--- src/hw/rtl/oepf_pkg.sv ---
// ----------------------------------------------------------------------------
// oepf_pkg
// Shared types and constants of the one euro point filter: unit widths,
// register indexes, fixed-point constants, sequencer states.
// ----------------------------------------------------------------------------
`default_nettype none

package oepf_pkg;

    localparam int MUL_W       = 33;
    localparam int PROD_W      = 2 * MUL_W;
    localparam int DIV_W       = 64;
    localparam int CNT_W       = 7;
    localparam int ROOT_W      = 32;
    localparam int SQ_STEPS    = 32;
    localparam int ALPHA_W     = 17;
    localparam int ALPHA_STEPS = 17;

    localparam logic [31:0]        TWO_PI_Q29  = 32'd3373259426;
    localparam logic [31:0]        STEP_FLOOR  = 32'd16;
    localparam logic [ALPHA_W-1:0] ALPHA_ONE   = 17'd65536;
    localparam logic [DIV_W-1:0]   P_CAP       = 64'h4000_0000_0000_0000;
    localparam logic [DIV_W-1:0]   P_ONE       = 64'h0000_0001_0000_0000;
    localparam logic [DIV_W-1:0]   N_ONE       = 64'h0001_0000_0000_0000;
    localparam logic [DIV_W-1:0]   SQ_TOP_BIT  = 64'h4000_0000_0000_0000;

    localparam logic [31:0] MIN_CUT_RST = 32'd65536;
    localparam logic [31:0] BETA_RST    = 32'd0;
    localparam logic [31:0] DCUT_RST    = 32'd65536;
    localparam logic [31:0] STEP_RST    = 32'd559241;

    typedef enum logic [1:0] {
        REG_MIN_CUTOFF   = 2'd0,
        REG_BETA_GAIN    = 2'd1,
        REG_DERIV_CUTOFF = 2'd2,
        REG_DEFAULT_STEP = 2'd3
    } t_reg_idx;

    typedef struct packed {
        logic             start;
        logic [CNT_W-1:0] steps;
    } t_div_ctl;

    typedef struct packed {
        logic busy;
        logic done;
    } t_unit_sts;

    typedef enum logic [10:0] {
        S_IDLE  = 11'b000_0000_0001,
        S_ALPHA = 11'b000_0000_0010,
        S_ADIV  = 11'b000_0000_0100,
        S_RATE  = 11'b000_0000_1000,
        S_RDIV  = 11'b000_0001_0000,
        S_BLEND = 11'b000_0010_0000,
        S_SHIFT = 11'b000_0100_0000,
        S_SQ    = 11'b000_1000_0000,
        S_SQRT  = 11'b001_0000_0000,
        S_CUT   = 11'b010_0000_0000,
        S_OUT   = 11'b100_0000_0000
    } t_state;

endpackage

`default_nettype wire

--- src/hw/rtl/oepf_mul.sv ---
// ----------------------------------------------------------------------------
// oepf_mul
// Shared unsigned multiplier with a registered product, one result a cycle.
// ----------------------------------------------------------------------------
`default_nettype none

module oepf_mul import oepf_pkg::*; (
    input  wire logic              i_clk,
    input  wire logic [MUL_W-1:0]  i_a,
    input  wire logic [MUL_W-1:0]  i_b,
    output logic      [PROD_W-1:0] o_prod
);

    logic [PROD_W-1:0] r_prod;

    always_ff @(posedge i_clk) begin
        r_prod <= i_a * i_b;
    end

    assign o_prod = r_prod;

endmodule

`default_nettype wire

--- config.mk ---
export PLATFORM = sky130hd
export DESIGN_NAME = oepf_mul
export DESIGN_NICKNAME = d
export VERILOG_FILES = /design/src/hw/rtl/oepf_pkg.sv /design/src/hw/rtl/oepf_mul.sv
export SDC_FILE = /design/constraint.sdc
export NUM_CORES = 2
export LEC_CHECK = 0
export BUFFER_PORTS_ARGS = -buffer_cell sky130_fd_sc_hd__buf_4
export CAP_MARGIN = 5
export CELL_PAD_IN_SITES_DETAIL_PLACEMENT = 1
export CELL_PAD_IN_SITES_GLOBAL_PLACEMENT = 1
export CORE_MARGIN = 5
export CORE_UTILIZATION = 30
export DETAILED_ROUTE_END_ITERATION = 8
export GPL_TIMING_DRIVEN = 0
export PLACE_DENSITY_LB_ADDON = 0.1
export SYNTH_ARGS = -nofsm -noshare
export SYNTH_HDL_FRONTEND = slang
export SYNTH_SLANG_ARGS = --single-unit
--- constraint.sdc ---
create_clock -name i_clk -period 10.05 [get_ports i_clk]
set_input_delay 0.5025 -clock i_clk [delete_from_list [all_inputs] [get_ports i_clk]]
set_output_delay 0.5025 -clock i_clk [all_outputs]
set_load 0.005 [all_outputs]
==> results.json <==
{
  "avgSynthCellArea_um2": 9.04,
  "rsz0062_at_grt": "no",
  "finalSetupTns_ns": 0,
  "setup_violations": 0,
  "syn-num-nets": 5338,
  "fill_cells": 14200,
  "fin_crit_sh_pct": 93.1,
  "fp.dieH_um": 359,
  "seq_area_frac_synth_pct": 3.61,
  "vias": 27700,
  "startpoint_type": "input pin",
  "endpoint": "o_prod[64]$_DFF_P_",
  "drt_wl_total_mm": 159,
  "grt_pass1_wl_mm": 227,
  "firstDrtPassIters": 7,
  "grt_max_degree": 12,
  "crit_path_start": "i_b[26]",
  "clock-root-buffer": "clkbuf_16",
  "ys_seq_elements": 66,
  "grt_usage_pct": 24.7,
  "rows": 128,
  "worst_pin_slew_ns": 1.33,
  "synth_edf_count": 0,
  "slew_headroom_pct": 11.3,
  "path_clk_slew_ns": 0.06,
  "fp.dieW_um": 359,
  "start_util_pct": 30.1,
  "cts_resized": 0,
  "grt_overflow": 0,
  "drc_errors": 0,
  "final_util_pct": 32.9,
  "numCtsBuffers": 9,
  "period_needed_ns": 9.35,
  "crit_type": "in2reg",
  "crit_path_end_kind": "flip-flop",
  "synth.distinct_cells": 57,
  "num_io_pins": 133,
  "holdCritPathClass": "in2reg",
  "via_per_inst": 4.74,
  "dp_hpwl_mm": 136,
  "max_freq_ghz": 0.107,
  "drive_gt1_share_pct": 3.74,
  "ant_nets": 0,
  "clock-sinks": 66,
  "drv_slew": 0,
  "cts_tree": "built",
  "max-cap-violations": 0,
  "hold_viol": 0,
  "clockBufferDepth": 2,
  "area_growth_pct": 9.37,
  "grt_pass1_vias": 31200,
  "core_um2": 122000,
  "place_congestion": 0.897,
  "cp_data_arrival_time_ns": 9.58,
  "antenna_found_initial": 30,
  "post-cts-setup-buffers": 0,
  "fin_nets": 5483,
  "netlist_instances": 4048,
  "largest_register_ffs": 66,
  "finalNonFillerCells": 5836,
  "die_area_um2": 129000,
  "hold_ws_ns": 0.434,
  "syn_area_um2": 36600,
  "htreeDepth": 3,
  "async_flop_share_pct": 0,
  "cts_hold_buf": 0,
  "crit_required_ns": 10.28,
  "synth_warnings": 0,
  "synth-main-ff-cell": "dfxtp_1",
  "place_inst": 5807,
  "status": "finished clean",
  "cp_max_fo": 10,
  "port_buffers": 132,
  "drtIter0Drc": 1505,
  "wl_per_cell_um": 27.3
}
-- worst max-delay path: stages --
cell	delay (ns)
buf_4	0.27
clkbuf_1	0.94
nand2_1	0.16
fa_1	0.54
inv_1	0.07
fa_1	0.50
inv_1	0.05
fa_1	0.54
inv_1	0.09
fa_1	0.49
fa_1	0.54
fa_1	0.44
fa_1	0.52
inv_1	0.06
fa_1	0.47
inv_1	0.04
ha_1	0.36
nand2_1	0.21
nor4b_1	0.79
and4_1	0.28
a32o_1	0.37
o21ai_1	0.18
nand2_1	0.16
a21oi_1	0.11
and3b_1	0.24
o41ai_1	0.49
xor2_1	0.13
-- stage by stage --
stage	setup slack, ns	instance area (um^2)
3_5_place_dp	0.398	39700
5_1_grt	0.360	40000
2_1_floorplan	2.44	36600
4_1_cts	0.765	40000
6_report	0.698	40000
3_3_place_gp	0.380	39600
-- cell usage in the layout (no fill, tap or decap), drive strengths merged, types with 3 or more instances in the layout --
master  Yosys  routed
a21boi      3       3
dfxtp      66      66
clkbuf    209     219
nand2     568     568
and4        4       4
o21a        7       7
a31oi       6       6
ha        265     265
a21o       31      31
nor2b       6       6
and3        7       7
xor2       24      24
nor2       33      33
o21ai      40      40
a21oi      73      73
nand4      16      16
inv      1049    1049
a211oi      5       5
buf         2     136
nor3        4       4
xnor2      41      41
bufinv      0       3
nand3      10      10
and2      574     574
o31ai       3       3
diode       0      14
o21bai      8       8
fa        958     958
-- cell type report --
cell class | instances | area [um^2] | share of cell area, %
Antenna cell | 14 | 35.0 | 0.0875
Buffer | 211 | 795 | 1.98
Clock buffer | 10 | 239 | 0.597
Clock inverter | 5 | 103 | 0.256
Inverter | 1049 | 3940 | 9.83
Multi-Input combinational cell | 2722 | 30600 | 76.3
Sequential cell | 66 | 1320 | 3.30
Tap cell | 1625 | 2030 | 5.08
Timing Repair Buffer | 134 | 1020 | 2.55
-- logic make-up after synthesis --
kind of cell,share of synthesized area (%)
buf+inv,12.9
fa+ha+maj,61.5
xor+xnor,1.56
compound gates,3.45
flops,3.61
simple gates,17.0
-- worst min-delay path by stage --
stage	from	depth (start not counted)	to
after floorplan	i_b[0]	1	o_prod[0]$_DFF_P_
after global placement	i_b[0]	2	o_prod[0]$_DFF_P_
after detailed placement	i_b[0]	2	o_prod[0]$_DFF_P_
after CTS	i_b[0]	2	o_prod[0]$_DFF_P_
after global routing	i_b[0]	2	o_prod[0]$_DFF_P_
final	i_b[0]	2	o_prod[0]$_DFF_P_
-- synthesized netlist by cell type (2+ instances only) --
| cell | number | area, um^2 |
|---|---|---|
| inv_1 | 1048 | 3930 |
| nor3_1 | 4 | 20.0 |
| buf_2 | 2 | 10.0 |
| a31o_1 | 2 | 17.5 |
| nand2_1 | 567 | 2130 |
| o21ai_0 | 15 | 75.1 |
| o21ai_2 | 2 | 17.5 |
| dfxtp_1 | 66 | 1320 |
| xor2_1 | 24 | 210 |
| nand3_1 | 10 | 50.1 |
| or3_1 | 2 | 12.5 |
| a221oi_1 | 2 | 17.5 |
| o41ai_1 | 2 | 17.5 |
| and2_1 | 574 | 3590 |
| a31oi_1 | 6 | 37.5 |
| clkbuf_1 | 209 | 785 |
| a21oi_1 | 73 | 365 |
| o31a_1 | 2 | 17.5 |
| and4_1 | 4 | 35.0 |
| o211ai_1 | 2 | 15.0 |
| o21bai_1 | 8 | 60.1 |
| o31ai_1 | 3 | 22.5 |
| fa_1 | 958 | 19200 |
| and3_1 | 7 | 43.8 |
| ha_1 | 265 | 3320 |
| nor2b_1 | 6 | 37.5 |
| a21boi_1 | 3 | 22.5 |
| a211oi_1 | 5 | 37.5 |
| nand2b_1 | 2 | 12.5 |
| nand4_1 | 16 | 100 |
| nor2_1 | 33 | 124 |
| a21o_1 | 31 | 233 |
| o21a_1 | 7 | 52.6 |
| o21ai_1 | 23 | 115 |
| xnor2_1 | 41 | 359 |
| nor4_1 | 2 | 12.5 |
| a211o_1 | 2 | 17.5 |
-- metal layers --
metal,vias up,share of wire [%],GRT usage (%)
met5,-,0,0
met4,0,4.7,8.82
met3,171,5.1,2.66
met2,785,49,43.3
met1,14900,41,31.8
li1,11800,-,-
Power is not shown: default switching activity piles up to over one toggle a cycle in this logic, so the estimate is an artifact.
