**config.mk**
```make
export PLATFORM = sky130hd
export DESIGN_NAME = oepf_sqrt
export DESIGN_NICKNAME = d
export VERILOG_FILES = /design/src/hw/rtl/oepf_pkg.sv /design/src/hw/rtl/oepf_sqrt.sv
export SDC_FILE = /design/constraint.sdc
export NUM_CORES = 1
export LEC_CHECK = 0
export ABC_AREA = 0
export BUFFER_PORTS_ARGS = -buffer_cell sky130_fd_sc_hd__buf_4
export CORE_AREA = 2 2 202 204
export CTS_BUF_LIST = sky130_fd_sc_hd__clkbuf_8
export CTS_CLUSTER_DIAMETER = 150
export CTS_CLUSTER_SIZE = 8
export DETAILED_ROUTE_END_ITERATION = 6
export DIE_AREA = 0 0 204 206
export PLACE_DENSITY = 0.53
export SYNTH_ARGS = -nofsm -noshare
export SYNTH_HDL_FRONTEND = slang
export SYNTH_SLANG_ARGS = --single-unit
```
**constraint.sdc**
```tcl
create_clock -name i_clk -period 26.4 [get_ports i_clk]
set_clock_uncertainty 0.1 [all_clocks]
set_input_delay 5.28 -clock i_clk [delete_from_list [all_inputs] [get_ports i_clk]]
set_output_delay 5.28 -clock i_clk [all_outputs]
set_load 0.005 [all_outputs]
```
**src/hw/rtl/oepf_pkg.sv**
```systemverilog
// ----------------------------------------------------------------------------
// oepf_pkg
// Shared types and constants of the one euro point filter: unit widths,
// register indexes, fixed-point constants, sequencer states.
// ----------------------------------------------------------------------------
`default_nettype none

package oepf_pkg;

    localparam int MUL_W       = 33;
    localparam int PROD_W      = 2 * MUL_W;
    localparam int DIV_W       = 64;
    localparam int CNT_W       = 7;
    localparam int ROOT_W      = 32;
    localparam int SQ_STEPS    = 32;
    localparam int ALPHA_W     = 17;
    localparam int ALPHA_STEPS = 17;

    localparam logic [31:0]        TWO_PI_Q29  = 32'd3373259426;
    localparam logic [31:0]        STEP_FLOOR  = 32'd16;
    localparam logic [ALPHA_W-1:0] ALPHA_ONE   = 17'd65536;
    localparam logic [DIV_W-1:0]   P_CAP       = 64'h4000_0000_0000_0000;
    localparam logic [DIV_W-1:0]   P_ONE       = 64'h0000_0001_0000_0000;
    localparam logic [DIV_W-1:0]   N_ONE       = 64'h0001_0000_0000_0000;
    localparam logic [DIV_W-1:0]   SQ_TOP_BIT  = 64'h4000_0000_0000_0000;

    localparam logic [31:0] MIN_CUT_RST = 32'd65536;
    localparam logic [31:0] BETA_RST    = 32'd0;
    localparam logic [31:0] DCUT_RST    = 32'd65536;
    localparam logic [31:0] STEP_RST    = 32'd559241;

    typedef enum logic [1:0] {
        REG_MIN_CUTOFF   = 2'd0,
        REG_BETA_GAIN    = 2'd1,
        REG_DERIV_CUTOFF = 2'd2,
        REG_DEFAULT_STEP = 2'd3
    } t_reg_idx;

    typedef struct packed {
        logic             start;
        logic [CNT_W-1:0] steps;
    } t_div_ctl;

    typedef struct packed {
        logic busy;
        logic done;
    } t_unit_sts;

    typedef enum logic [10:0] {
        S_IDLE  = 11'b000_0000_0001,
        S_ALPHA = 11'b000_0000_0010,
        S_ADIV  = 11'b000_0000_0100,
        S_RATE  = 11'b000_0000_1000,
        S_RDIV  = 11'b000_0001_0000,
        S_BLEND = 11'b000_0010_0000,
        S_SHIFT = 11'b000_0100_0000,
        S_SQ    = 11'b000_1000_0000,
        S_SQRT  = 11'b001_0000_0000,
        S_CUT   = 11'b010_0000_0000,
        S_OUT   = 11'b100_0000_0000
    } t_state;

endpackage

`default_nettype wire

```
**src/hw/rtl/oepf_sqrt.sv**
```systemverilog
// ----------------------------------------------------------------------------
// oepf_sqrt
// Integer square root of a 64-bit value, rounded down, one root bit a cycle.
// ----------------------------------------------------------------------------
`default_nettype none

module oepf_sqrt import oepf_pkg::*; (
    input  wire logic              i_clk,
    input  wire logic              i_rst_n,
    input  wire logic              i_start,
    input  wire logic [DIV_W-1:0]  i_val,
    output t_unit_sts              o_sts,
    output logic      [ROOT_W-1:0] o_root
);

    localparam int SC_W = $clog2(SQ_STEPS);

    logic             r_busy;
    logic             r_done;
    logic [SC_W-1:0]  r_cnt;
    logic [DIV_W-1:0] r_v;
    logic [DIV_W-1:0] r_res;
    logic [DIV_W-1:0] r_bit;
    logic [DIV_W-1:0] n_try;
    logic             n_ge;

    assign n_try = r_res + r_bit;
    assign n_ge  = r_v >= n_try;

    always_ff @(posedge i_clk) begin
        if (!i_rst_n) begin
            r_busy <= 1'b0;
            r_done <= 1'b0;
            r_cnt  <= '0;
        end else begin
            r_done <= 1'b0;
            if (i_start) begin
                r_busy <= 1'b1;
                r_cnt  <= SC_W'(SQ_STEPS - 1);
            end else if (r_busy) begin
                r_cnt <= r_cnt - 1'b1;
                if (r_cnt == '0) begin
                    r_busy <= 1'b0;
                    r_done <= 1'b1;
                end
            end
        end
    end

    always_ff @(posedge i_clk) begin
        if (i_start) begin
            r_v   <= i_val;
            r_res <= '0;
            r_bit <= SQ_TOP_BIT;
        end else if (r_busy) begin
            r_v   <= n_ge ? r_v - n_try : r_v;
            r_res <= n_ge ? (r_res >> 1) + r_bit : r_res >> 1;
            r_bit <= r_bit >> 2;
        end
    end

    assign o_sts.busy = r_busy;
    assign o_sts.done = r_done;
    assign o_root     = r_res[ROOT_W-1:0];

endmodule

`default_nettype wire

```
==> results.sh <==
export IMPL_ys_types=86
export IMPL_clock_latency_ns=0.55
export IMPL_tightestPinTransition_ns=0.889
export IMPL_fmax_mhz=136
export IMPL_postCtsSetupRepairBufs=0
export IMPL_setup_viol=0
export IMPL_p_clk_frac=0.139
export IMPL_hold_viol=0
export IMPL_routedWlPerCell_um=19.1
export IMPL_cts_resized=0
export IMPL_yosysWarnings=0
export IMPL_clk_pin_slew_ns=0.11
export IMPL_synth_edf_count=64
export IMPL_cts_sink_count=167
export IMPL_p_leak_uw=0.00650
export IMPL_fp_dieW_um=204
export IMPL_drive_gt1_frac=0.0930
export IMPL_grt_pass1_vias=14000
export IMPL_root_buffer="clkbuf_8"
export IMPL_power_density_nw_per_um2=86.6
export IMPL_port_buffers=100
export IMPL_route_detailed_drc=9
export IMPL_min_path_type="reg -> reg"
export IMPL_finalWirelength_um=48300
export IMPL_dr_pass1_iters=7
export IMPL_status="finished with violations"
export IMPL_syn_inst=2027
export IMPL_ys_top_cells_by_area="dfxtp_1 (13%), edfxtp_1 (12%), ha_1 (10%)"
export IMPL_final_nets=2188
export IMPL_die_area_sq_um=42000
export IMPL_pin_count=101
export IMPL_yosys_area_top_type="dfxtp_1"
export IMPL_grt_remaining_overflow=0
export IMPL_finalSetupTns_ns=0
export IMPL_vias=14900
export IMPL_syn_avg_cell_area_sq_um=7.81
export IMPL_crit_type="in -> reg"
export IMPL_areaGrowthSynthToFinish_pct=7.12
export IMPL_critPathMaxFanout=95
export IMPL_cts_hold_buf=0
export IMPL_synth_seq_cells=167
export IMPL_cts_max_level=4
export IMPL_clk_path_buf_depth=2
export IMPL_internal_power_uw=761
export IMPL_final_cell_mix="nand2_1 (227), nor2_1 (188), ha_1 (132)"
export IMPL_gp_congestion=0.940
export IMPL_max_vdd_ir_drop_v=0.0000511
export IMPL_synth_area_sq_um=15800
export IMPL_antenna_left=0
export IMPL_grt_usage=0.231
export IMPL_layout_commonest_cell="nand2_1"
export IMPL_period_share=0.278
export IMPL_hpwl_um=36400
export IMPL_dp_slack_ns=18.42
export IMPL_worst_slack_ns=19.05
export IMPL_cap_violations=0
export IMPL_cts_tree="yes"
export IMPL_p_sw_frac=0.482
export IMPL_n_fill_cell=4237
export IMPL_rsz0062_at_grt="false"
export IMPL_period_minus_slack_ns=7.35
export IMPL_antenna_found_initial=0
export IMPL_die_h_um=206
export IMPL_synth_top_cell_area_share=0.130
export IMPL_drv_slew=0
export IMPL_worstPathArrival_ns=7.70
export IMPL_grt_max_degree=96
export IMPL_coreArea_sq_um=40200
export IMPL_crit_required_ns=26.75
export IMPL_start_util=0.394
export IMPL_routed_via_density=5.90
export IMPL_rows=74
export IMPL_relSlewSlack=0.407
export IMPL_switching_power_uw=708
export IMPL_start_kind="input port"
export IMPL_synth_ff_type="dfxtp_1"
export IMPL_grt_pass1_wl_um=76600
export IMPL_cts_made_buffers=17
export IMPL_violations="DRC"
export IMPL_synth_fp_nets=2227
export IMPL_drtIter0Drc=1087
export IMPL_critPathCaptureType="flop"
export IMPL_synthArstFlopShare=0
export IMPL_yosysSeqAreaShare=0.252
export IMPL_seq_power_share=0.273
export IMPL_antenna_cells=0
export IMPL_power_frac_comb=0.588
## worst max-delay path, stage by stage
cell and delay (ns):
buf_6 0.45, buf_4 0.71, buf_4 0.60, nor2_1 0.21, o21ai_1 0.13, a21oi_1 0.05
a31o_1 0.20
## synthesized netlist by cell type (all sizes together), types with 15 or more instances
cell    instances
mux2i          43
nand2         227
a311oi         22
a21o           50
xnor2          68
o21ai         164
or3            15
nor2          188
a31oi          68
a21oi         124
xor2           80
nor3           47
nand3          40
o21bai         33
nand4          53
ha            132
and3           26
dfxtp         103
inv            35
a211oi         42
a31o           18
edfxtp         64
buf            62
clkbuf        104
o21a           16
## kinds of logic (layout without fill, tap and decap cells)
logic type	count (synthesis)	in the layout	synth area share
compound gates	651	651	0.272
mux	50	50	0.0322
xor+xnor	148	148	0.0819
buf+inv	202	176	0.0579
fa+ha+maj	133	133	0.106
simple gates	676	676	0.199
flops	167	167	0.252
## flip-flops by register name (all words and copies together) (netlist names)
signal / cells
r_busy: 1
r_v: 64
r_done: 1
r_res: 64
r_bit: 32
r_cnt: 5
## layout make-up
type                    instances  area (sq um)  share of cell area
multi-input cells            1658         10900               0.646
flip-flops and latches        167          3990               0.235
repair buffers                108           815              0.0480
well taps                     532           666              0.0393
clock buffers                  17           234              0.0138
clock inverters                15           168             0.00989
inverters                      36           135             0.00797
## layer usage
layer  vias up  global-route usage  part of all wire
met3        58              0.0307             0.049
met5         -                   0                 0
met4         0              0.0818             0.024
met2       414               0.346              0.43
li1       7453                   -                 -
met1      7018               0.336              0.50
## path summary, 6_finish.rpt
kind              depth (start not counted)   endpoint  slack [ns]      start
hold / removal                            2   r_res[0]        0.43   r_res[0]
setup reg to reg                         20    r_v[52]       19.46  r_res[10]
setup / recovery                          7  r_res[34]       19.05    i_start
hold reg to reg                           2   r_res[0]        0.43   r_res[0]
## power groups by stage
| stage | Sequential [uW] | Combinational [uW] | Clock [uW] |
|---|---|---|---|
| floorplan | 375 | 672 | 0 |
| global placement | 405 | 848 | 0 |
| detailed placement | 405 | 849 | 0 |
| CTS | 399 | 856 | 210 |
| global route | 407 | 963 | 219 |
| finish | 400 | 863 | 204 |
## through the flow
stage,total power [uW],cell area (sq um),instances,util,hold WS (ns)
3_5_place_dp,1250,16600,2501,0.412,0.420
6_report,1470,17000,2533,0.422,0.429
3_3_place_gp,1250,16600,2501,0.412,0.408
2_1_floorplan,1050,15800,2027,-,0.378
5_1_grt,1590,17000,2533,0.422,0.464
4_1_cts,1460,17000,2533,0.422,0.435
(Power assumes the default switching activity.)
