`src/hw/rtl/oepf_pkg.sv`:
```
// ----------------------------------------------------------------------------
// oepf_pkg
// Shared types and constants of the one euro point filter: unit widths,
// register indexes, fixed-point constants, sequencer states.
// ----------------------------------------------------------------------------
`default_nettype none

package oepf_pkg;

    localparam int MUL_W       = 33;
    localparam int PROD_W      = 2 * MUL_W;
    localparam int DIV_W       = 64;
    localparam int CNT_W       = 7;
    localparam int ROOT_W      = 32;
    localparam int SQ_STEPS    = 32;
    localparam int ALPHA_W     = 17;
    localparam int ALPHA_STEPS = 17;

    localparam logic [31:0]        TWO_PI_Q29  = 32'd3373259426;
    localparam logic [31:0]        STEP_FLOOR  = 32'd16;
    localparam logic [ALPHA_W-1:0] ALPHA_ONE   = 17'd65536;
    localparam logic [DIV_W-1:0]   P_CAP       = 64'h4000_0000_0000_0000;
    localparam logic [DIV_W-1:0]   P_ONE       = 64'h0000_0001_0000_0000;
    localparam logic [DIV_W-1:0]   N_ONE       = 64'h0001_0000_0000_0000;
    localparam logic [DIV_W-1:0]   SQ_TOP_BIT  = 64'h4000_0000_0000_0000;

    localparam logic [31:0] MIN_CUT_RST = 32'd65536;
    localparam logic [31:0] BETA_RST    = 32'd0;
    localparam logic [31:0] DCUT_RST    = 32'd65536;
    localparam logic [31:0] STEP_RST    = 32'd559241;

    typedef enum logic [1:0] {
        REG_MIN_CUTOFF   = 2'd0,
        REG_BETA_GAIN    = 2'd1,
        REG_DERIV_CUTOFF = 2'd2,
        REG_DEFAULT_STEP = 2'd3
    } t_reg_idx;

    typedef struct packed {
        logic             start;
        logic [CNT_W-1:0] steps;
    } t_div_ctl;

    typedef struct packed {
        logic busy;
        logic done;
    } t_unit_sts;

    typedef enum logic [10:0] {
        S_IDLE  = 11'b000_0000_0001,
        S_ALPHA = 11'b000_0000_0010,
        S_ADIV  = 11'b000_0000_0100,
        S_RATE  = 11'b000_0000_1000,
        S_RDIV  = 11'b000_0001_0000,
        S_BLEND = 11'b000_0010_0000,
        S_SHIFT = 11'b000_0100_0000,
        S_SQ    = 11'b000_1000_0000,
        S_SQRT  = 11'b001_0000_0000,
        S_CUT   = 11'b010_0000_0000,
        S_OUT   = 11'b100_0000_0000
    } t_state;

endpackage

`default_nettype wire

```
`src/hw/rtl/oepf_div.sv`:
```
// ----------------------------------------------------------------------------
// oepf_div
// Restoring divider, one quotient bit a cycle. The caller preloads the
// partial remainder (below the divisor) and left-aligned numerator bits.
// ----------------------------------------------------------------------------
`default_nettype none

module oepf_div import oepf_pkg::*; (
    input  wire logic             i_clk,
    input  wire logic             i_rst_n,
    input  wire t_div_ctl         i_ctl,
    input  wire logic [DIV_W-1:0] i_rem,
    input  wire logic [DIV_W-1:0] i_bits,
    input  wire logic [DIV_W-1:0] i_divisor,
    output t_unit_sts             o_sts,
    output logic      [DIV_W-1:0] o_quo
);

    logic             r_busy;
    logic             r_done;
    logic [CNT_W-1:0] r_cnt;
    logic [DIV_W-1:0] r_rem;
    logic [DIV_W-1:0] r_bits;
    logic [DIV_W-1:0] r_div;
    logic [DIV_W-1:0] r_quo;
    logic [DIV_W-1:0] n_trial;
    logic             n_ge;

    assign n_trial = {r_rem[DIV_W-2:0], r_bits[DIV_W-1]};
    assign n_ge    = n_trial >= r_div;

    always_ff @(posedge i_clk) begin
        if (!i_rst_n) begin
            r_busy <= 1'b0;
            r_done <= 1'b0;
            r_cnt  <= '0;
        end else begin
            r_done <= 1'b0;
            if (i_ctl.start) begin
                r_busy <= 1'b1;
                r_cnt  <= i_ctl.steps;
            end else if (r_busy) begin
                r_cnt <= r_cnt - 1'b1;
                if (r_cnt == CNT_W'(1)) begin
                    r_busy <= 1'b0;
                    r_done <= 1'b1;
                end
            end
        end
    end

    always_ff @(posedge i_clk) begin
        if (i_ctl.start) begin
            r_rem  <= i_rem;
            r_bits <= i_bits;
            r_div  <= i_divisor;
            r_quo  <= '0;
        end else if (r_busy) begin
            r_rem  <= n_ge ? n_trial - r_div : n_trial;
            r_bits <= r_bits << 1;
            r_quo  <= {r_quo[DIV_W-2:0], n_ge};
        end
    end

    assign o_sts.busy = r_busy;
    assign o_sts.done = r_done;
    assign o_quo      = r_quo;

endmodule

`default_nettype wire

```
`config.mk`:
```
export PLATFORM = sky130hd
export DESIGN_NAME = oepf_div
export DESIGN_NICKNAME = d
export VERILOG_FILES = /design/src/hw/rtl/oepf_pkg.sv /design/src/hw/rtl/oepf_div.sv
export SDC_FILE = /design/constraint.sdc
export NUM_CORES = 1
export LEC_CHECK = 0
export BUFFER_PORTS_ARGS = -buffer_cell sky130_fd_sc_hd__buf_4
export CORE_ASPECT_RATIO = 1.25
export CORE_MARGIN = 1.5
export CORE_UTILIZATION = 55
export CTS_CLUSTER_SIZE = 30
export DETAILED_ROUTE_END_ITERATION = 10
export PLACE_DENSITY = 0.79
export SLEW_MARGIN = 20
export SYNTH_ARGS = -nofsm -noshare
export SYNTH_HDL_FRONTEND = slang
export SYNTH_SLANG_ARGS = --single-unit
export TNS_END_PERCENT = 50
```
`constraint.sdc`:
```
create_clock -name i_clk -period 4.55 [get_ports i_clk]
set_input_delay 0.455 -clock i_clk [delete_from_list [all_inputs] [get_ports i_clk]]
set_output_delay 0.455 -clock i_clk [all_outputs]
set_load 0.02 [all_outputs]
```
==> impl_results.md, run 1 <==
- Most common cell after layout, fill and taps aside: buf_4
- Die height: 188 um
- CTS Sinks: 264
- Fin crit share: 82.6%
- Area grow syn2layout: 20.6%
- Yosys warning count: 0
- DR pass1 iterations: 5
- CTS Buffer Depth: 3
- Cell Chain, Critical Path: inv_1, ha_1, fa_1, nor2b_1, o2111ai_1, a211o_1, a21oi_2, nor4bb_4, o2111ai_4, nand2_2, nor2_2, a221oi_1
- Gr usage total: 26.0%
- Final max-slew violation count: 0
- Crit path from: r_bits[63]$_DFFE_PP_
- Via count: 11,900
- CP endpoint kind: flip-flop
- First DRT Iteration DRCs: 605
- Critical path class: reg -> reg
- Clk Latency, worst-skew pair: 0.56 ns
- CP peak stage delay: 0.52 ns
- Vias per inst: 5.75
- Clock Skew: 0.0163 ns
- Cells on worst reg2reg path: 12
- Worst hold path type: in -> reg
- Worst min-delay path startpoint: i_divisor[11]
- Mapped Avg Cell Area: 10.1 um2
- Overflow after GRT: 0
- Inserted Diodes: 0
- CTS resizes: 0
- Fillers: 2,106
- Sequential element share of the synthesized area: 48.0%
- Detail Placement HPWL: 27.1 mm
- Final hold vios: 0
- Root buf cell: clkbuf_16
- Core Rows: 67
- Most frequent cells in the layout: buf_4 (273), edfxtp_1 (191), nor2_1 (153), nand2_1 (148), a21oi_1 (95)
- Startpoint Class: flip-flop
- First-pass GRT wire length: 59.1 mm
- Initial antenna violation count: 0
- Worst Path Required: 4.79 ns
- Fin Setup TNS: 0 ns
- Pre-CTS setup slack: 0.843 ns
- Worst Setup Slack, final: 0.794 ns
- Lkg Pwr: 7.66 nW
- Post-synth ARST share: 0%
- Final setup violation count: 0
- Hold Path Depth: 1
- EDFF count, synth: 191
- VDD IR-drop max: 0.333 mV
- I/O pin cnt: 268
- Seq cells post-synth: 264
- CTS tree: done
- RR Startpoint: r_bits[63]$_DFFE_PP_
- Max-cap viol count: 0
- Worst Path Max Fanout: 31
- Chip width: 151 um
- Number of global-route vias before repair: 12,000
- Fmax: 0.266 GHz
- WL final: 37.3 mm
- CP Data Arrival Time: 4.00 ns
- Slew @ Worst Pin: 1.11 ns
- Min Clock Period, post-route: 3.76 ns
- Mapped Cells: 1,481
- Net Count, Synth: 1,750
- Post-layout nets: 1,969
- Die area: 28,300 um2
- RSZ-0062 raised after global routing: no
- Port bufs: 266
- Hold_buf cts: 0
- PwrDens: 444 nW/um2
- Post-CTS Setup Bufs: 0
- Status: completed
- Maximum level of the CTS H-tree: 1
- Initial Util: 55.9%
- Ys flop type: edfxtp_1
- GPL Wtd Cong: 0.918
- Core area: 26,800 um2
- WL/cell: 18.0 um
- Critical path's slowest cell: nor2_2
- Share of cells above drive strength 1: 23.8%
- Final ANT Viol Nets: 0
- DRC Markers: 0
- Yosys cell types: 80
- Mapped Area: 15,000 um2
- Worst slew margin: 25.7%
- Total CTS buffers: 28
- Clk pin slew, worst setup/hold paths: 0.07 ns
- Largest net degree at the start of global routing: 114
-- metal layers --
| metal | part of all wire, % | global-route usage (%) | vias to the layer above |
|---|---|---|---|
| li1 | - | - | 5813 |
| met1 | 39 | 29.9 | 5604 |
| met2 | 49 | 45.6 | 391 |
| met3 | 9.3 | 8.32 | 68 |
| met4 | 2.8 | 8.07 | 0 |
| met5 | 0 | 0 | - |
-- Yosys cell counts, types with 4 or more instances --
| master | n | share of area (%) |
|---|---|---|
| a221o_1 | 4 | 0.27 |
| a211oi_1 | 9 | 0.45 |
| a31oi_1 | 51 | 2.1 |
| nor3_1 | 19 | 0.63 |
| buf_4 | 6 | 0.30 |
| o211a_1 | 4 | 0.27 |
| nor2b_1 | 8 | 0.33 |
| o21a_1 | 15 | 0.75 |
| mux2_2 | 64 | 4.8 |
| nand3_1 | 25 | 0.83 |
| or3_1 | 5 | 0.21 |
| buf_2 | 19 | 0.63 |
| and2_1 | 13 | 0.54 |
| o21ai_1 | 8 | 0.27 |
| dfxtp_1 | 73 | 9.8 |
| a2bb2oi_1 | 5 | 0.29 |
| nand4_1 | 33 | 1.4 |
| o21ai_0 | 35 | 1.2 |
| a21o_1 | 30 | 1.5 |
| nor2_1 | 153 | 3.8 |
| ha_1 | 66 | 5.5 |
| inv_1 | 93 | 2.3 |
| a21oi_1 | 95 | 3.2 |
| o211ai_1 | 9 | 0.45 |
| and3_1 | 10 | 0.42 |
| o2bb2ai_1 | 6 | 0.35 |
| o21bai_1 | 19 | 0.95 |
| buf_1 | 9 | 0.23 |
| xnor2_1 | 33 | 1.9 |
| and4_1 | 7 | 0.41 |
| nor4b_1 | 7 | 0.41 |
| xor2_1 | 21 | 1.2 |
| mux2i_1 | 68 | 4.5 |
| edfxtp_1 | 191 | 38 |
| clkbuf_1 | 50 | 1.3 |
| nand2_1 | 148 | 3.7 |
-- final timing paths --
path / to / slack, ns
max: r_rem[55]$_DFFE_PP_ / 0.79
min: r_div[11]$_DFFE_PP_ / 0.07
max reg2reg: r_rem[55]$_DFFE_PP_ / 0.79
min reg2reg: o_quo[63]$_SDFFE_PP0P_ / 0.51
-- worst max-delay path: cells and delay by family (launching register included) --
family,cells,cell delay [ns]
AOI/OAI and AO/OA,5,1.21
DFF,1,0.35
buffers and inverters,1,0.05
adders and majority gates,2,0.63
and+or+nand+nor,4,1.19
-- flip-flops by register name (all words and copies together) (netlist names) --
register / cells
r_done: 1
r_bits: 64
o_quo: 64
r_div: 64
r_busy: 1
r_cnt: 7
r_rem: 63
-- final cells by class --
type                            count  area (um2)  area share (%)
Sequential cell                   264        7200            39.9
Multi-Input combinational cell   1035        7040            39.0
Timing Repair Buffer              277        2120            11.8
Clock buffer                       33         772            4.27
Tap cell                          345         432            2.39
Inverter                           94         354            1.96
Clock inverter                     17         149           0.824
-- power by group --
group          internal (mW)  switching, mW
registers               2.90          0.123
logic                   1.10           1.60
clock network           1.32          0.972
total                   5.33           2.69
-- cells by family after synthesis --
group,share of synthesized area [%]
and+or+nand+nor,14.1
AOI/OAI and AO/OA,14.7
DFF,48.0
buffers and inverters,5.03
muxes,9.35
adders and majority gates,5.64
xor gates and xnor gates,3.16
-- per-stage QoR --
step | total power [mW] | std cells | util [%] | hold WS (ns) | instance area [um2]
after global routing | 8.46 | 2065 | 67.4 | 0.0532 | 18100
after floorplan | 5.06 | 1481 | - | 0.525 | 15000
after CTS | 8.05 | 2065 | 67.4 | 0.0592 | 18100
final | 8.02 | 2065 | 67.4 | 0.0699 | 18100
after detailed placement | 5.74 | 2015 | 63.9 | 0.488 | 17100
after global placement | 5.69 | 2015 | 63.9 | 0.483 | 17100
Note: power is estimated with default switching activity, not from simulation.
==> inputs of run 2 (changes only) <==
==> constraint.sdc (replaced) <==
create_clock -name i_clk -period 3.6 [get_ports i_clk]
set_input_delay 0.36 -clock i_clk [delete_from_list [all_inputs] [get_ports i_clk]]
set_output_delay 0.36 -clock i_clk [all_outputs]
set_load 0.02 [all_outputs]
==> run 2 against run 1 <==
Final area is 4.7% higher. Setup slack worse by 0.64 ns. Sequential cell count stayed put. Sequential power is 27% higher. Global-route usage is 1.4 points higher. Worst hold slack worse by 0.025 ns. Sequential share of layout area is 1.8 points lower. Total power is 29% higher. Via count is 3.2% higher. Fmax is 8.9% higher. Critical endpoint is now r_rem[60]$_DFFE_PP_. Largest cell class unchanged.
==> impl_results.md, run 2 (synthesis results as in run 1) <==
- Status: completed
- GPL Wtd Cong: 0.939 (+2.3%)
- Fin crit share: 95.8% (+13 points)
- Vias per inst: 5.69 (-1.0%)
- Largest net degree at the start of global routing: 106 (-7.0%)
- Sequential power share: 37.2% (-0.5 points)
- Slew @ Worst Pin: 0.784 ns (-0.331 ns)
- Detail Placement HPWL: 28.1 mm (+3.7%)
- Worst hold path type: in -> reg
- Critical path's slowest cell: a211oi_1
- Most frequent cells in the layout: buf_4 (296), edfxtp_1 (191), nor2_1 (153), nand2_1 (148), a21oi_1 (94)
- First-pass GRT wire length: 62.1 mm (+5.0%)
- Gr usage total: 27.4% (+1.4 points)
- Most common cell after layout, fill and taps aside: buf_4
- Gate power share: 34.9% (+1.2 points)
- Fin area: 18,900 um2 (+4.7%)
- CP peak stage delay: 0.57 ns (+0.05 ns)
- Worst Path Max Fanout: 4 (-87%)
- Fin Setup TNS: 0 ns (unchanged)
- Total CTS buffers: 27 (-3.6%)
- Maximum level of the CTS H-tree: 1 (unchanged)
- Worst slew margin: 47.8% (+22 points)
- Final max-slew violation count: 0 (unchanged)
- Sw Ratio: 33.5% (-0.070 points)
- RSZ-0062 raised after global routing: no
- CTS Buffer Depth: 3 (unchanged)
- DR pass1 iterations: 5 (unchanged)
- CTS tree: done
- WL/cell: 18.1 um (+0.50%)
- Post-CTS Setup Bufs: 0 (unchanged)
- Clk Latency, worst-skew pair: 0.54 ns (-0.02 ns)
- Worst Path Buf+Inv: 1 (unchanged)
- Final hold vios: 0 (unchanged)
- Max-cap viol count: 0 (unchanged)
- Cell count after placement: 2,039 (+1.2%)
- Cell Chain, Critical Path: inv_1, ha_1, fa_1, nor2b_1, o2111ai_1, a211o_1, a21o_1, nand3_1, o211ai_1, a211oi_1, o2111a_1, nor3_1
- VDD IR-drop max: 0.408 mV (+23%)
- Min Clock Period, post-route: 3.45 ns (-0.307 ns)
- Psw: 3.46 mW (+29%)
- Final ANT Viol Nets: 0 (unchanged)
- Initial antenna violation count: 1 (+1)
- Critical path class: reg -> reg
- WL final: 39.0 mm (+4.7%)
- Via count: 12,300 (+3.2%)
- Die area: 28,300 um2 (unchanged)
- CP Data Arrival Time: 3.74 ns (-0.26 ns)
- Core area: 26,800 um2 (unchanged)
- First DRT Iteration DRCs: 704 (+16%)
- DRC Markers: 0 (unchanged)
- PwrDens: 546 nW/um2 (+23%)
- Initial Util: 55.9% (unchanged)
- Fmax: 0.290 GHz (+8.9%)
- Chip width: 151 um (unchanged)
- Non-Filler Instances: 2,152 (+4.2%)
- Clock Skew: 0.0103 ns (-0.00593 ns)
- I/O pin cnt: 268 (unchanged)
- Area grow syn2layout: 26.3%
- Number of global-route vias before repair: 12,600 (+4.8%)
- Overflow after GRT: 0 (unchanged)
- Worst Path Required: 3.89 ns (-0.90 ns)
- Share of cells above drive strength 1: 24.0% (+0.25 points)
- Root buf cell: clkbuf_16
- Instance area at placement: 17,300 um2 (+1.1%)
- Final setup violation count: 0 (unchanged)
- Startpoint Class: flip-flop
- Internal power: 6.87 mW (+29%)
- Hold_ws: 0.0449 ns (-0.0250 ns)
- CTS Sinks: 264 (unchanged)
- Post-layout nets: 2,056 (+4.4%)
- Delay-heaviest family, CP: compound AO/OA/AOI/OAI gates
- Die height: 188 um (unchanged)
- Clk pin slew, worst setup/hold paths: 0.07 ns (about the same)
- Lkg Pwr: 8.05 nW (+5.1%)
- Clk network pwr share: 27.9% (-0.7 points)
- Port bufs: 266 (unchanged)
- CP endpoint kind: flip-flop
- Core Rows: 67 (unchanged)
run 2: cell count changes in the layout (fill, tap and decap cells not counted), moves of 2 or more:
cell / delta
inv_4: -2
clkbuf_1: +3
clkbuf_8: -2
a2111oi_1: +2
buf_4: +23
clkinv_2: +2
clkinv_1: -2
dlygate4sd3_1: +64
a2111oi_0: -2
run 2: cell type report:
type | instances | area [um2]
Timing Repair Buffer | 365 | 2960
Sequential cell | 264 | 7200
Antenna cell | 1 | 2.50
Inverter | 94 | 354
Clock buffer | 34 | 776
Fill cell | 2017 | 7910
Clock inverter | 14 | 131
Tap cell | 345 | 432
Multi-Input combinational cell | 1035 | 7070
run 2: layer usage:
metal	vias to the layer above	GRT usage [%]	part of all wire (%)
li1	5984	-	-
met4	0	8.96	3.1
met5	-	0	0
met1	5776	32.1	39
met3	79	6.91	8.4
met2	414	48.6	50
run 2: metrics by stage:
stage	utilization [%]	power (mW)	setup WS, ns
5_1_grt	70.5	10.9	0.0257
4_1_cts	70.4	10.3	0.132
3_5_place_dp	64.6	7.38	0.156
2_1_floorplan	-	6.39	0.554
6_report	70.5	10.3	0.151
3_3_place_gp	64.6	7.31	0.222
run 2: worst paths after layout:
path                          from                    end  slack (ns)  cells after the start
max reg2reg   r_bits[63]$_DFFE_PP_    r_rem[60]$_DFFE_PP_        0.15                     12
max           r_bits[63]$_DFFE_PP_    r_rem[60]$_DFFE_PP_        0.15                     12
min reg2reg  o_quo[0]$_SDFFE_PP0P_  o_quo[0]$_SDFFE_PP0P_        0.52                      2
min                       i_ctl[3]  r_cnt[3]$_SDFFE_PN0P_        0.04                      2
run 2: timing repair:
item                                    4_1_cts  5_1_grt
endpoints found under the hold margin        64        0
endpoints found under the setup margin        0        9
resized for setup                             0        7
hold buffers                                 64        0
run 2: power by group through the flow:
stage | Combinational, mW | Clock, mW | Sequential, mW
3_3_place_gp | 3.43 | 0 | 3.88
2_1_floorplan | 2.56 | 0 | 3.83
6_report | 3.61 | 2.88 | 3.84
3_5_place_dp | 3.49 | 0 | 3.89
4_1_cts | 3.57 | 2.94 | 3.83
5_1_grt | 3.97 | 3.03 | 3.87
==> inputs of run 3 (changes only) <==
--- a/config.mk
+++ b/config.mk
@@ -7,8 +7,9 @@
 export LEC_CHECK = 0
 export BUFFER_PORTS_ARGS = -buffer_cell sky130_fd_sc_hd__buf_4
 export CORE_ASPECT_RATIO = 1.25
-export CORE_MARGIN = 1.5
+export CORE_MARGIN = 3
 export CORE_UTILIZATION = 55
+export CTS_BUF_LIST = sky130_fd_sc_hd__clkbuf_8
 export CTS_CLUSTER_SIZE = 30
 export DETAILED_ROUTE_END_ITERATION = 10
 export PLACE_DENSITY = 0.79
==> run 3 against run 2 <==
Cell count up 1.2%. Clock skew up 0.0096 ns. Non-clock buffer count up 1. Fmax rose by 2.7%. Clock power decreased by 11%. Setup slack improved by 0.091 ns. First-iteration DRC count is 5.8% lower. Total power down 3.4%. Via count rose by 0.66%. Critical path type unchanged.
==> impl_results.md, run 3 (synthesis results as in run 1) <==
- Status: completed
- Overflow after GRT: 0 (unchanged)
- Critical path class: reg -> reg
- Via count: 12,300 (+0.66%)
- VDD IR-drop max: 0.462 mV (+13%)
- Die area: 29,300 um2 (+3.6%)
- WL/cell: 18.1 um (-0.24%)
- DRC Markers: 0 (unchanged)
- Area grow syn2layout: 25.9%
- Die height: 191 um (+1.6%)
- Internal power: 6.51 mW (-5.2%)
- Clk pin slew, worst setup/hold paths: 0.07 ns (about the same)
- CP Data Arrival Time: 3.69 ns (-0.05 ns)
- Root buf cell: clkbuf_8
- Worst min-delay path startpoint: i_rem[17]
- Sequential power share: 38.5% (+1.3 points)
- Gate power share: 35.9% (+1.0 points)
- Final hold vios: 0 (unchanged)
- Final max-slew violation count: 0 (unchanged)
- Chip width: 154 um (+2.0%)
- Worst R2R End: r_rem[46]$_DFFE_PP_
- Max-cap viol count: 0 (unchanged)
- RSZ-0062 raised after global routing: no
- Min Clock Period, post-route: 3.36 ns (-0.0908 ns)
- DR pass1 iterations: 5 (unchanged)
- CP endpoint kind: flip-flop
- Post-layout nets: 2,073 (+0.83%)
- RR Startpoint: r_bits[63]$_DFFE_PP_
- Post-CTS Setup Bufs: 0 (unchanged)
- CTS Buffer Depth: 3 (unchanged)
- Clk Latency, worst-skew pair: 0.58 ns (+0.04 ns)
- PwrDens: 529 nW/um2 (-3.1%)
- Vias per inst: 5.67 (-0.49%)
- WL final: 39.4 mm (+0.92%)
- Psw: 3.48 mW (+0.35%)
- CTS tree: done
- Core Rows: 66 (-1.5%)
- Slew @ Worst Pin: 1.03 ns (+0.250 ns)
- Maximum level of the CTS H-tree: 2 (+1)
- Port bufs: 266 (unchanged)
- Lkg Pwr: 8.09 nW (+0.42%)
- Detail Placement HPWL: 28.1 mm (about the same)
- Hold Path Depth: 3 (+1)
- Final ANT Viol Nets: 0 (unchanged)
- Cell count after placement: 2,032 (-0.34%)
- Initial Util: 56.7% (+0.85 points)
- I/O pin cnt: 268 (unchanged)
- GPL Wtd Cong: 0.970 (+3.2%)
- Startpoint Class: flip-flop
- Reg2Reg Setup Slack: 0.24 ns (+0.09 ns)
- Core area: 26,400 um2 (-1.5%)
- Most common cell after layout, fill and taps aside: buf_4
- Total CTS buffers: 43 (+59%)
- Most frequent cells in the layout: buf_4 (291), edfxtp_1 (191), nor2_1 (153), nand2_1 (148), inv_1 (105)
- Non-Filler Instances: 2,177 (+1.2%)
- Worst Path Required: 3.93 ns (+0.04 ns)
- Fin crit share: 93.3% (-2.5 points)
- First-pass GRT wire length: 63.1 mm (+1.5%)
- Clk network pwr share: 25.7% (-2.2 points)
- Sw Ratio: 34.8% (+1.3 points)
- Initial antenna violation count: 3 (+2)
- Pre-CTS setup slack: 0.213 ns (+0.0565 ns)
- Cells on worst reg2reg path: 13 (+1)
- Worst hold path type: in -> reg
- CTS Sinks: 264 (unchanged)
- Fin Setup TNS: 0 ns (unchanged)
- Final setup violation count: 0 (unchanged)
- Gr usage total: 26.3% (-1.2 points)
- First DRT Iteration DRCs: 663 (-5.8%)
- Worst Path Max Fanout: 27 (+23)
- Worst slew margin: 31.1% (-17 points)
- Share of cells above drive strength 1: 24.3% (+0.27 points)
- Largest net degree at the start of global routing: 157 (+48%)
- Total power: 9.99 mW (-3.4%)
- Clock Skew: 0.0200 ns (+0.00965 ns)
- Fmax: 0.298 GHz (+2.7%)
- Number of global-route vias before repair: 12,700 (+0.49%)
- WHS Endpoint: r_rem[17]$_DFFE_PP_
- Worst Setup Slack, final: 0.242 ns (+0.0908 ns)
==> run 3: cell count changes in the layout (fill, tap and decap cells not counted), moves of 3 or more <==
cell | before | now
dlygate4sd3_1 | 64 | 67
inv_1 | 92 | 105
clkbuf_8 | 2 | 46
clkinv_1 | 2 | 6
clkbuf_1 | 3 | 0
clkbuf_16 | 30 | 0
buf_4 | 296 | 291
==> run 3: metrics by stage <==
step	hold slack, ns	utilization, %	instance area [um2]
global route	0.0557	71.4	18900
floorplan	0.459	-	15000
CTS	0.0430	71.2	18800
detailed placement	0.488	65.6	17300
finish	0.0727	71.4	18900
global placement	0.478	65.6	17300
==> run 3: final cells by class <==
| type | count | area (um2) |
|---|---|---|
| Timing Repair Buffer | 366 | 2990 |
| Tap cell | 340 | 425 |
| Fill cell | 1950 | 7560 |
| Clock buffer | 45 | 619 |
| Multi-Input combinational cell | 1035 | 7070 |
| Sequential cell | 264 | 7200 |
| Antenna cell | 2 | 5.00 |
| Clock inverter | 31 | 199 |
| Inverter | 94 | 354 |
==> run 3: worst max-delay path by stage <==
stage | start | end | slack, ns | cells after the start
3_5_place_dp | r_bits[63]$_DFFE_PP_ | r_rem[62]$_DFFE_PP_ | 0.21 | 14
4_1_cts | r_bits[63]$_DFFE_PP_ | r_rem[62]$_DFFE_PP_ | 0.21 | 14
5_1_grt | r_bits[63]$_DFFE_PP_ | r_rem[62]$_DFFE_PP_ | 0.00008 | 14
6_report | r_bits[63]$_DFFE_PP_ | r_rem[46]$_DFFE_PP_ | 0.24 | 13
3_3_place_gp | r_bits[63]$_DFFE_PP_ | r_rem[58]$_DFFE_PP_ | 0.28 | 13
2_1_floorplan | r_busy$_SDFF_PN0_ | r_bits[0]$_SDFFCE_PN0P_ | 0.55 | 3
==> run 3: worst max-delay path, cell delays in order (launching register included) <==
cell       delay [ns]
edfxtp_1         0.35
inv_1            0.05
ha_1             0.21
fa_1             0.42
nor2b_1          0.18
o2111ai_1        0.18
a211o_1          0.34
a21oi_2          0.21
nor4bb_4         0.08
o2111ai_4        0.28
nand2_2          0.14
buf_12           0.19
and3_1           0.19
a221o_1          0.27
==> run 3: power groups by stage <==
stage | Clock (mW) | Sequential, mW | Combinational (mW)
2_1_floorplan | 0 | 3.83 | 2.56
3_3_place_gp | 0 | 3.88 | 3.40
3_5_place_dp | 0 | 3.89 | 3.46
4_1_cts | 2.62 | 3.84 | 3.54
6_report | 2.56 | 3.84 | 3.58
5_1_grt | 2.75 | 3.87 | 3.96
==> run 3: timing repair <==
action | 4_1_cts | 5_1_grt
resized for setup | 0 | 10
hold endpoints to repair | 67 | 0
endpoints found under the setup margin | 0 | 11
hold buffers | 67 | 0
==> run 3: metal layers <==
metal	track usage (%)	routed length (um)	share of wire [%]	vias to the layer above
met5	0	13	0.033	-
met4	7.37	1060	2.7	2
met3	8.22	3390	8.6	85
met2	46.1	19700	50	399
met1	31.2	15300	39	5819
li1	-	-	-	6029
